## config.mk

```make
export PLATFORM = sky130hd
export DESIGN_NAME = timed_event_queue_with_irq_pending
export DESIGN_NICKNAME = d
export VERILOG_FILES = /design/src/hw/rtl/teq_pkg.sv /design/src/hw/rtl/teq_ctrl.sv /design/src/hw/rtl/teq_datapath.sv /design/src/hw/rtl/timed_event_queue_with_irq_pending.sv
export SDC_FILE = /design/constraint.sdc
export NUM_CORES = 2
export LEC_CHECK = 0
export BUFFER_PORTS_ARGS = -buffer_cell sky130_fd_sc_hd__buf_4
export CORE_ASPECT_RATIO = 1.4
export CORE_MARGIN = 5
export CORE_UTILIZATION = 40
export CTS_BUF_LIST = sky130_fd_sc_hd__clkbuf_4 sky130_fd_sc_hd__clkbuf_8
export CTS_CLUSTER_DIAMETER = 80
export CTS_CLUSTER_SIZE = 30
export DETAILED_ROUTE_END_ITERATION = 10
export PLACE_DENSITY = 0.61
export SETUP_SLACK_MARGIN = 0.05
export SLEW_MARGIN = 20
export SYNTH_ARGS = -nofsm -noshare
export SYNTH_HDL_FRONTEND = slang
export SYNTH_HIERARCHICAL = 1
export SYNTH_SLANG_ARGS = --single-unit
```

## constraint.sdc

```tcl
create_clock -name clk -period 13.4 [get_ports clk]
set_input_delay 1.34 -clock clk [delete_from_list [all_inputs] [get_ports clk]]
set_output_delay 1.34 -clock clk [all_outputs]
set_load 0.02 [all_outputs]
```

## src/hw/rtl/teq_pkg.sv

```systemverilog
package teq_pkg;

    localparam logic [2:0] ACT_SCHEDULE  = 3'd0;
    localparam logic [2:0] ACT_STEP      = 3'd1;
    localparam logic [2:0] ACT_RUN_UNTIL = 3'd2;
    localparam logic [2:0] ACT_SET_PEND  = 3'd3;
    localparam logic [2:0] ACT_CLR_PEND  = 3'd4;
    localparam logic [2:0] ACT_RESTART   = 3'd5;

    localparam logic [1:0] ST_OK   = 2'd0;
    localparam logic [1:0] ST_FULL = 2'd1;
    localparam logic [1:0] ST_NONE = 2'd2;

    localparam logic [3:0] KIND_TIMER = 4'd0;

    localparam logic       REG_START_TIME = 1'b0;
    localparam logic       REG_TIMER_LINE = 1'b1;

    localparam logic [5:0] TIMER_LINE_RESET = 6'd28;

    localparam int IN_W = 112;

    typedef enum logic [1:0] {
        S_IDLE,
        S_EXEC,
        S_SERVE
    } teq_state_t;

    typedef struct packed {
        logic load_in;
        logic exec;
        logic load_res;
        logic serve;
    } teq_cmd_t;

    typedef struct packed {
        logic dispatch;
        logic pend_any;
        logic pend_last;
    } teq_sts_t;

endpackage

```

## src/hw/rtl/teq_ctrl.sv

```systemverilog
module teq_ctrl (
    input  logic              clk,
    input  logic              rst_n,
    input  logic              s_tvalid,
    output logic              s_tready,
    output logic              m_tvalid,
    input  logic              m_tready,
    input  teq_pkg::teq_sts_t sts,
    output teq_pkg::teq_cmd_t cmd
);
    import teq_pkg::*;

    teq_state_t state_reg;
    teq_state_t state_next;
    logic       ov_reg;
    logic       ov_next;
    logic       can_load;

    assign can_load = !ov_reg || m_tready;
    assign m_tvalid = ov_reg;

    always_comb
    begin
        state_next = state_reg;
        case (state_reg)
            S_IDLE:
            begin
                if (s_tvalid)
                begin
                    state_next = S_EXEC;
                end
            end
            S_EXEC:
            begin
                if (can_load)
                begin
                    state_next = sts.dispatch ? S_SERVE : S_IDLE;
                end
            end
            S_SERVE:
            begin
                if (can_load && (!sts.pend_any || sts.pend_last))
                begin
                    state_next = S_IDLE;
                end
            end
            default:
            begin
                state_next = S_IDLE;
            end
        endcase
    end

    always_comb
    begin
        cmd      = '0;
        s_tready = 1'b0;
        case (state_reg)
            S_IDLE:
            begin
                s_tready    = 1'b1;
                cmd.load_in = s_tvalid;
            end
            S_EXEC:
            begin
                cmd.exec     = can_load;
                cmd.load_res = can_load && !sts.dispatch;
            end
            S_SERVE:
            begin
                cmd.serve = can_load;
            end
            default:
            begin
                cmd = '0;
            end
        endcase
    end

    always_comb
    begin
        ov_next = ov_reg;
        if (cmd.load_res || cmd.serve)
        begin
            ov_next = 1'b1;
        end
        else if (m_tready)
        begin
            ov_next = 1'b0;
        end
    end

    always_ff @(posedge clk or negedge rst_n)
    begin
        if (!rst_n)
        begin
            state_reg <= S_IDLE;
            ov_reg    <= 1'b0;
        end
        else
        begin
            state_reg <= state_next;
            ov_reg    <= ov_next;
        end
    end

endmodule

```

## src/hw/rtl/teq_datapath.sv

```systemverilog
module teq_datapath #(
    parameter int QUEUE_DEPTH = 16,
    parameter int IRQ_LINES   = 64,
    parameter int CNT_W       = 5
) (
    input  logic               clk,
    input  logic               rst_n,
    input  teq_pkg::teq_cmd_t  cmd,
    output teq_pkg::teq_sts_t  sts,
    input  logic [teq_pkg::IN_W-1:0] in_data,
    input  logic               cfg_wr,
    input  logic               cfg_index,
    input  logic [31:0]        cfg_data,
    output logic [1:0]         status,
    output logic               event_valid,
    output logic [3:0]         out_kind,
    output logic [31:0]        out_payload,
    output logic [31:0]        out_due,
    output logic               irq_valid,
    output logic [5:0]         irq_number,
    output logic               line_pending,
    output logic [31:0]        now_time,
    output logic [CNT_W-1:0]   queue_count,
    output logic               last
);
    import teq_pkg::*;

    logic [31:0] start_time_reg;
    logic [5:0]  timer_line_reg;

    logic [2:0]  act_reg;
    logic [31:0] delay_reg;
    logic [3:0]  kind_reg;
    logic [31:0] payload_reg;
    logic [31:0] deadline_reg;
    logic [5:0]  line_reg;

    logic [31:0] due_reg [QUEUE_DEPTH];
    logic [3:0]  qkind_reg [QUEUE_DEPTH];
    logic [31:0] qpay_reg [QUEUE_DEPTH];
    logic [31:0] due_next [QUEUE_DEPTH];
    logic [3:0]  qkind_next [QUEUE_DEPTH];
    logic [31:0] qpay_next [QUEUE_DEPTH];

    logic [CNT_W-1:0]     cnt_reg, cnt_next;
    logic [31:0]          now_reg, now_next;
    logic [IRQ_LINES-1:0] pend_reg, pend_next;

    logic [3:0]  ev_kind_reg;
    logic [31:0] ev_pay_reg;
    logic [31:0] ev_due_reg;

    logic [1:0]  st_next;
    logic [31:0] new_due;
    logic [QUEUE_DEPTH-1:0] le;
    logic [IRQ_LINES-1:0] line_sel, timer_sel, low_mask;
    logic [5:0]  low_idx;
    logic        cnt_zero, full;

    assign new_due  = now_reg + delay_reg;
    assign cnt_zero = (cnt_reg == '0);
    assign full     = (cnt_reg == CNT_W'(QUEUE_DEPTH));

    always_comb
    begin
        for (int i = 0; i < IRQ_LINES; i++)
        begin
            line_sel[i]  = (line_reg == 6'(i));
            timer_sel[i] = (timer_line_reg == 6'(i));
        end
        for (int i = 0; i < QUEUE_DEPTH; i++)
        begin
            le[i] = (CNT_W'(i) < cnt_reg) && (due_reg[i] <= new_due);
        end
        low_mask = pend_reg & (~pend_reg + 1'b1);
        low_idx  = 6'd0;
        for (int i = IRQ_LINES - 1; i >= 0; i--)
        begin
            if (pend_reg[i])
            begin
                low_idx = 6'(i);
            end
        end
    end

    assign sts.dispatch  = !cnt_zero && ((act_reg == ACT_STEP) ||
                           ((act_reg == ACT_RUN_UNTIL) && (due_reg[0] <= deadline_reg)));
    assign sts.pend_any  = |pend_reg;
    assign sts.pend_last = ((pend_reg & ~low_mask) == '0);

    always_comb
    begin
        due_next   = due_reg;
        qkind_next = qkind_reg;
        qpay_next  = qpay_reg;
        cnt_next   = cnt_reg;
        now_next   = now_reg;
        pend_next  = pend_reg;
        st_next    = ST_OK;
        if (cmd.exec)
        begin
            if (sts.dispatch)
            begin
                // pop the head: every cell but the last takes its successor
                for (int i = 0; i < QUEUE_DEPTH - 1; i++)
                begin
                    due_next[i]   = due_reg[i+1];
                    qkind_next[i] = qkind_reg[i+1];
                    qpay_next[i]  = qpay_reg[i+1];
                end
                cnt_next = cnt_reg - 1'b1;
                now_next = due_reg[0];
                if (qkind_reg[0] == KIND_TIMER)
                begin
                    pend_next = pend_reg | timer_sel;
                end
            end
            else
            begin
                case (act_reg)
                    ACT_SCHEDULE:
                    begin
                        if (full)
                        begin
                            st_next = ST_FULL;
                        end
                        else
                        begin
                            for (int i = 0; i < QUEUE_DEPTH; i++)
                            begin
                                if (!le[i])
                                begin
                                    if (i == 0 || le[(i == 0) ? 0 : i-1])
                                    begin
                                        due_next[i]   = new_due;
                                        qkind_next[i] = kind_reg;
                                        qpay_next[i]  = payload_reg;
                                    end
                                    else
                                    begin
                                        due_next[i]   = due_reg[(i == 0) ? 0 : i-1];
                                        qkind_next[i] = qkind_reg[(i == 0) ? 0 : i-1];
                                        qpay_next[i]  = qpay_reg[(i == 0) ? 0 : i-1];
                                    end
                                end
                            end
                            cnt_next = cnt_reg + 1'b1;
                        end
                    end
                    ACT_STEP:
                    begin
                        st_next = ST_NONE;
                    end
                    ACT_RUN_UNTIL:
                    begin
                        now_next = deadline_reg;
                        st_next  = ST_NONE;
                    end
                    ACT_SET_PEND:
                    begin
                        pend_next = pend_reg | line_sel;
                    end
                    ACT_CLR_PEND:
                    begin
                        pend_next = pend_reg & ~line_sel;
                    end
                    ACT_RESTART:
                    begin
                        cnt_next  = '0;
                        pend_next = '0;
                        now_next  = start_time_reg;
                    end
                    default:
                    begin
                        st_next = ST_OK;
                    end
                endcase
            end
        end
        else if (cmd.serve)
        begin
            pend_next = pend_reg & ~low_mask;
        end
    end

    always_ff @(posedge clk or negedge rst_n)
    begin
        if (!rst_n)
        begin
            start_time_reg <= '0;
            timer_line_reg <= TIMER_LINE_RESET;
            cnt_reg        <= '0;
            now_reg        <= '0;
            pend_reg       <= '0;
        end
        else
        begin
            if (cfg_wr)
            begin
                if (cfg_index == REG_START_TIME)
                begin
                    start_time_reg <= cfg_data;
                end
                else
                begin
                    timer_line_reg <= cfg_data[5:0];
                end
            end
            cnt_reg  <= cnt_next;
            now_reg  <= now_next;
            pend_reg <= pend_next;
        end
    end

    always_ff @(posedge clk)
    begin
        due_reg   <= due_next;
        qkind_reg <= qkind_next;
        qpay_reg  <= qpay_next;
        if (cmd.load_in)
        begin
            act_reg      <= in_data[2:0];
            delay_reg    <= in_data[34:3];
            kind_reg     <= in_data[38:35];
            payload_reg  <= in_data[70:39];
            deadline_reg <= in_data[102:71];
            line_reg     <= in_data[108:103];
        end
        if (cmd.exec && sts.dispatch)
        begin
            ev_kind_reg <= qkind_reg[0];
            ev_pay_reg  <= qpay_reg[0];
            ev_due_reg  <= due_reg[0];
        end
        if (cmd.load_res)
        begin
            status       <= st_next;
            event_valid  <= 1'b0;
            out_kind     <= '0;
            out_payload  <= '0;
            out_due      <= '0;
            irq_valid    <= 1'b0;
            irq_number   <= '0;
            line_pending <= |(pend_next & line_sel);
            now_time     <= now_next;
            queue_count  <= cnt_next;
            last         <= 1'b1;
        end
        else if (cmd.serve)
        begin
            status       <= ST_OK;
            event_valid  <= 1'b1;
            out_kind     <= ev_kind_reg;
            out_payload  <= ev_pay_reg;
            out_due      <= ev_due_reg;
            irq_valid    <= sts.pend_any;
            irq_number   <= sts.pend_any ? low_idx : 6'd0;
            // every pending line is cleared by the end of a dispatch
            line_pending <= 1'b0;
            now_time     <= now_reg;
            queue_count  <= cnt_reg;
            last         <= !sts.pend_any || sts.pend_last;
        end
    end

endmodule

```

## src/hw/rtl/timed_event_queue_with_irq_pending.sv

```systemverilog
// Timed event queue with pending-interrupt servicing.
//
// Channels: s_* takes one command item (tdata packs action, delay, kind,
// payload, deadline and irq line); m_* returns result items, tlast marking the
// final result of a command. cfg_* writes start_time (index 0) or
// timer_irq_line (index 1); cfg_ready is always high.
// Sequence: a command is taken in the idle state and executed in the execute
// state; a non-dispatching command gives one result, registered at the end of
// its execute cycle. A dispatch pops the head in the execute cycle, then the
// serve stage emits one result per pending line (one if none is pending),
// lowest line first. The sorted insert is combinational across the register
// cell chain.
// Reset: queue empty, clock 0, pending bits clear, start_time 0, timer line 28.
// Stall: the output register holds its item while m_tready is low; the
// execute and serve stages wait until that register is free.
module timed_event_queue_with_irq_pending #(
    parameter int QUEUE_DEPTH = 16,
    parameter int IRQ_LINES   = 64,
    localparam int CNT_W  = $clog2(QUEUE_DEPTH + 1),
    localparam int BODY_W = 111 + CNT_W,
    localparam int OUT_W  = ((BODY_W + 7) / 8) * 8
) (
    input  logic         clk,
    input  logic         rst_n,
    // action[2:0], delay[34:3], event_kind[38:35], event_payload[70:39],
    // deadline[102:71], irq_line[108:103], zero fill
    input  logic [111:0] s_tdata,
    input  logic         s_tvalid,
    output logic         s_tready,
    // status[1:0], event_valid[2], out_kind[6:3], out_payload[38:7],
    // out_due[70:39], irq_valid[71], irq_number[77:72], line_pending[78],
    // now_time[110:79], queue_count from bit 111, zero fill
    output logic [OUT_W-1:0] m_tdata,
    output logic         m_tvalid,
    input  logic         m_tready,
    output logic         m_tlast,
    input  logic         cfg_valid,
    output logic         cfg_ready,
    input  logic         cfg_index,
    input  logic [31:0]  cfg_data
);
    import teq_pkg::*;

    teq_cmd_t          cmd;
    teq_sts_t          sts;
    logic [1:0]        status;
    logic              event_valid;
    logic [3:0]        out_kind;
    logic [31:0]       out_payload;
    logic [31:0]       out_due;
    logic              irq_valid;
    logic [5:0]        irq_number;
    logic              line_pending;
    logic [31:0]       now_time;
    logic [CNT_W-1:0]  queue_count;

    assign cfg_ready = 1'b1;

    teq_ctrl u_ctrl (
        .clk      (clk),
        .rst_n    (rst_n),
        .s_tvalid (s_tvalid),
        .s_tready (s_tready),
        .m_tvalid (m_tvalid),
        .m_tready (m_tready),
        .sts      (sts),
        .cmd      (cmd)
    );

    teq_datapath #(
        .QUEUE_DEPTH (QUEUE_DEPTH),
        .IRQ_LINES   (IRQ_LINES),
        .CNT_W       (CNT_W)
    ) u_dp (
        .clk          (clk),
        .rst_n        (rst_n),
        .cmd          (cmd),
        .sts          (sts),
        .in_data      (s_tdata),
        .cfg_wr       (cfg_valid),
        .cfg_index    (cfg_index),
        .cfg_data     (cfg_data),
        .status       (status),
        .event_valid  (event_valid),
        .out_kind     (out_kind),
        .out_payload  (out_payload),
        .out_due      (out_due),
        .irq_valid    (irq_valid),
        .irq_number   (irq_number),
        .line_pending (line_pending),
        .now_time     (now_time),
        .queue_count  (queue_count),
        .last         (m_tlast)
    );

    // pack the result fields, lowest field first
    assign m_tdata = OUT_W'({queue_count, now_time, line_pending, irq_number, irq_valid,
                             out_due, out_payload, out_kind, event_valid, status});

    // queue never holds more than its depth
    a_count_bound: assert property (@(posedge clk) disable iff (!rst_n)
        m_tvalid |-> (queue_count <= CNT_W'(QUEUE_DEPTH)))
        else $error("queue count beyond depth");

    // a serviced line is reported only with a dispatched event
    a_irq_with_event: assert property (@(posedge clk) disable iff (!rst_n)
        (m_tvalid && irq_valid) |-> event_valid)
        else $error("irq result without event");

    // one command at a time: input closes after an accept
    a_one_at_a_time: assert property (@(posedge clk) disable iff (!rst_n)
        (s_tvalid && s_tready) |=> !s_tready)
        else $error("input taken while busy");

    // a non-dispatch result is always final
    a_plain_last: assert property (@(posedge clk) disable iff (!rst_n)
        (m_tvalid && !event_valid) |-> m_tlast)
        else $error("plain result not final");

endmodule
```

==> impl_results.md <==
* GR Util All Layers at between 20% and 30%
* Final hold viol count at 0
* DR vias at between 60000 and 70000
* Total gr overflow at 0
* Initial antenna violation count at 8
* Worst slew pin tran at between 1 and 1.5 ns
* # resized after CTS at 0
* Final-stage net count at 9084
* Setup violators final at 0
* Total clock sinks at ~1500
* R2R Path Start: u_dp/now_reg[2]$_DFF_PN0_
* Worst setup EP type: flop
* TritonCTS clock tree: yes
* CP max FO at 38
* CP Data Required Time at between 10 and 15 ns
* CTS Hold Buffers Added at 0
* DR WL/cell at around 25 um
* Final ANT Viol Nets at 0
* Number of core rows at slightly above 200
* Hpwl dp at about 200000 um
* Area Growth Syn to Fin at 7.77%
* DR vias/cell at between 5 and 6
* Final GP Congestion at roughly 0.94
* DIE WIDTH at between 400 and 500 um
* Fmax at 111 MHz
* Clock buffer depth at 3
* Critical Path Source Type: flop
* CP arrival at approximately 9.5 ns
* Remaining DRCs at 0
* Yosys reg bits at 1524
* Most used cell, CP: buf_4
* Crit path kind: flop to flop
* Async set-or-reset flop fraction in the synthesized netlist at under 10%
* Number of synthesized flops with an enable pin at 1305
* Starting Density at roughly two fifths
* Synth warnings at 6
* Vias in the first global route at just under 70000
* FF-to-FF setup slack at 4.40 ns
* RR Endpoint: u_dp/qpay_reg[382]$_DFFE_PP_
* Slew HR at approximately a fifth
* Worst-path clk slew at ~0.16 ns
* Fin. max-slew vios at 0
* Min cycle time layout at about 9.0 ns
* First-pass GRT wire length at roughly 430000 um
* Io pins at 274
* Post-Route WL at about 290000 um
* Most frequent cells in the layout: 1305 x edfxtp_1, 1238 x o21ai_0, 1230 x nand2_1
* CTS Buf Count at 79
* Min-Delay Path Class: primary input to asynchronous set/reset pin
* Slowest-stage cell, CP: o31ai_1
* Core area at 222000 um2
* Delay-heaviest family, CP: simple AND/OR/NAND/NOR gates
* Share of layout cells above drive strength 1 at under 10%
* H-tree Lvls at 3
* DR iter-0 viols at about 6500
* Post-synthesis sequential area ratio at 49.7%
* Synth Flop Type: edfxtp_1
* Crit path buffers/inverters at 6
* Clk_lat worst skew at 0.91 ns
* Mapped Cells at ~8400
* Mapped Area at just under 90000 um2
* Max stage delay on crit path at 0.75 ns
* Post-CTS Setup Repair Bufs at 0
* Final TNS setup at 0 ns
* Count of different cell masters after synthesis at 99
* Syn_area_per_cell at approximately 11 um2
* Period utilisation layout at between 60% and 70%
* Status: finished clean
* RSZ-0062 raised after global routing: no
* Drt pass-1 iters at 7
* Number of port buffers at about 270
* Reg2reg path depth at 25
* Commonest non-fill, non-tap cell in the layout: edfxtp_1
* Die area at around 230000 um2
* Max-cap violations at 0
* Root Driver: clkbuf_8
* Final clock skew at around 0.09 ns
* Die Y-Extent at ~570 um
* Largest net degree at the start of global routing at 239
Yosys cell counts (13+ instances only):
library cell     n  share of area [%]
nand2_1       1240                5.2
o211ai_1        27               0.23
mux2_2         143                1.8
nor3_1          80               0.45
a221oi_1        22               0.22
and3_1          22               0.15
nand3_1         89               0.50
and2_1          16               0.11
o21bai_1        13               0.11
nor2_1         346                1.5
edfxtp_1      1305                 44
inv_1          129               0.54
o21ai_0       1245                7.0
mux2i_1        954                 11
a22oi_1         48               0.40
dfxtp_1         77                1.7
clkbuf_1       563                2.4
buf_1           36               0.15
dfrtp_1        139                3.9
a31oi_1         63               0.44
ha_1           578                8.1
o22ai_1         26               0.18
nand4_1        124               0.87
nor2b_1         88               0.62
o31ai_1         23               0.19
o21a_1          71               0.60
xnor2_1         17               0.17
a22o_1          41               0.40
a32oi_1         41               0.40
or4_1           17               0.14
o221ai_1        38               0.37
buf_2           14              0.079
nand2b_1        52               0.37
nor4_1          42               0.30
a211oi_1        29               0.24
a21o_1         147                1.2
a21oi_1        313                1.8
logic make-up (layout without fill, tap and decap cells):
logic type / after synthesis / in the layout / share of synthesized area, %
compound gates: 2276 / 2276 / 15.1
xor+xnor: 29 / 29 / 0.285
fa+ha+maj: 580 / 580 / 8.16
buf+inv: 759 / 730 / 3.29
flops: 1524 / 1524 / 49.7
mux: 1097 / 1097 / 12.5
other cells: 2 / 10 / 0.00844
simple gates: 2179 / 2179 / 10.9
worst max-delay path by stage:
stage,startpoint,to,slack (ns),cells after the start
floorplan,u_dp/now_reg[0]$_DFF_PN0_,u_dp/due_reg[352]$_DFFE_PP_,2.61,24
finish,u_dp/now_reg[2]$_DFF_PN0_,u_dp/qpay_reg[382]$_DFFE_PP_,4.40,25
global route,u_dp/now_reg[2]$_DFF_PN0_,u_dp/due_reg[376]$_DFFE_PP_,4.04,25
CTS,u_dp/now_reg[2]$_DFF_PN0_,u_dp/due_reg[376]$_DFFE_PP_,4.40,25
global placement,u_dp/now_reg[2]$_DFF_PN0_,u_dp/due_reg[360]$_DFFE_PP_,4.53,25
detailed placement,u_dp/now_reg[2]$_DFF_PN0_,u_dp/due_reg[360]$_DFFE_PP_,4.49,25
per-layer routing:
metal | wire length (um) | track usage, % | vias to the layer above
met3 | 16900 | 3.18 | 525
met1 | 118000 | 30.1 | 33674
met5 | 58 | 0 | -
li1 | - | - | 31204
met2 | 139000 | 40.5 | 2444
met4 | 12300 | 9.00 | 8
worst reg2reg max path, stage by stage (launching register included):
cell	delay, ns
dfrtp_1	0.44
ha_1	0.36
o21ai_0	0.12
o211ai_1	0.41
a31oi_1	0.18
o31ai_1	0.75
o211ai_1	0.30
and3_1	0.24
nor3_1	0.50
a21o_1	0.19
a21oi_1	0.07
xnor2_1	0.16
buf_4	0.26
inv_1	0.08
buf_4	0.23
ha_1	0.34
nand2_1	0.10
nor4_1	0.55
nand2_1	0.28
or3_1	0.46
or4_1	0.57
o31ai_4	0.08
buf_4	0.63
buf_4	0.84
o21ai_4	0.12
buf_4	0.33
per-stage QoR:
stage / hold WS, ns / instances / utilization (%) / instance area (um2) / setup slack, ns
after floorplan: 0.426 / 8449 / - / 89000 / 2.61
after global placement: 0.436 / 11171 / 42.3 / 94100 / 4.53
after detailed placement: 0.439 / 11172 / 42.4 / 94100 / 4.49
after CTS: 0.380 / 11318 / 43.2 / 95900 / 4.40
after global routing: 0.427 / 11321 / 43.2 / 95900 / 4.04
final: 0.446 / 11323 / 43.2 / 95900 / 4.40
area by class of cell:
type                       instances  area [um2]
multi-input combinational       6166       42200
timing repair buffer             452        3460
tap                             2898        3630
clock buffer                      99        1240
fill                           21158      126000
inverter                         132         505
antenna                            5        12.5
sequential                      1524       44300
clock inverter                    47         606
Power is not shown: default switching activity piles up to over one toggle a cycle in this logic, so the estimate is an artifact.
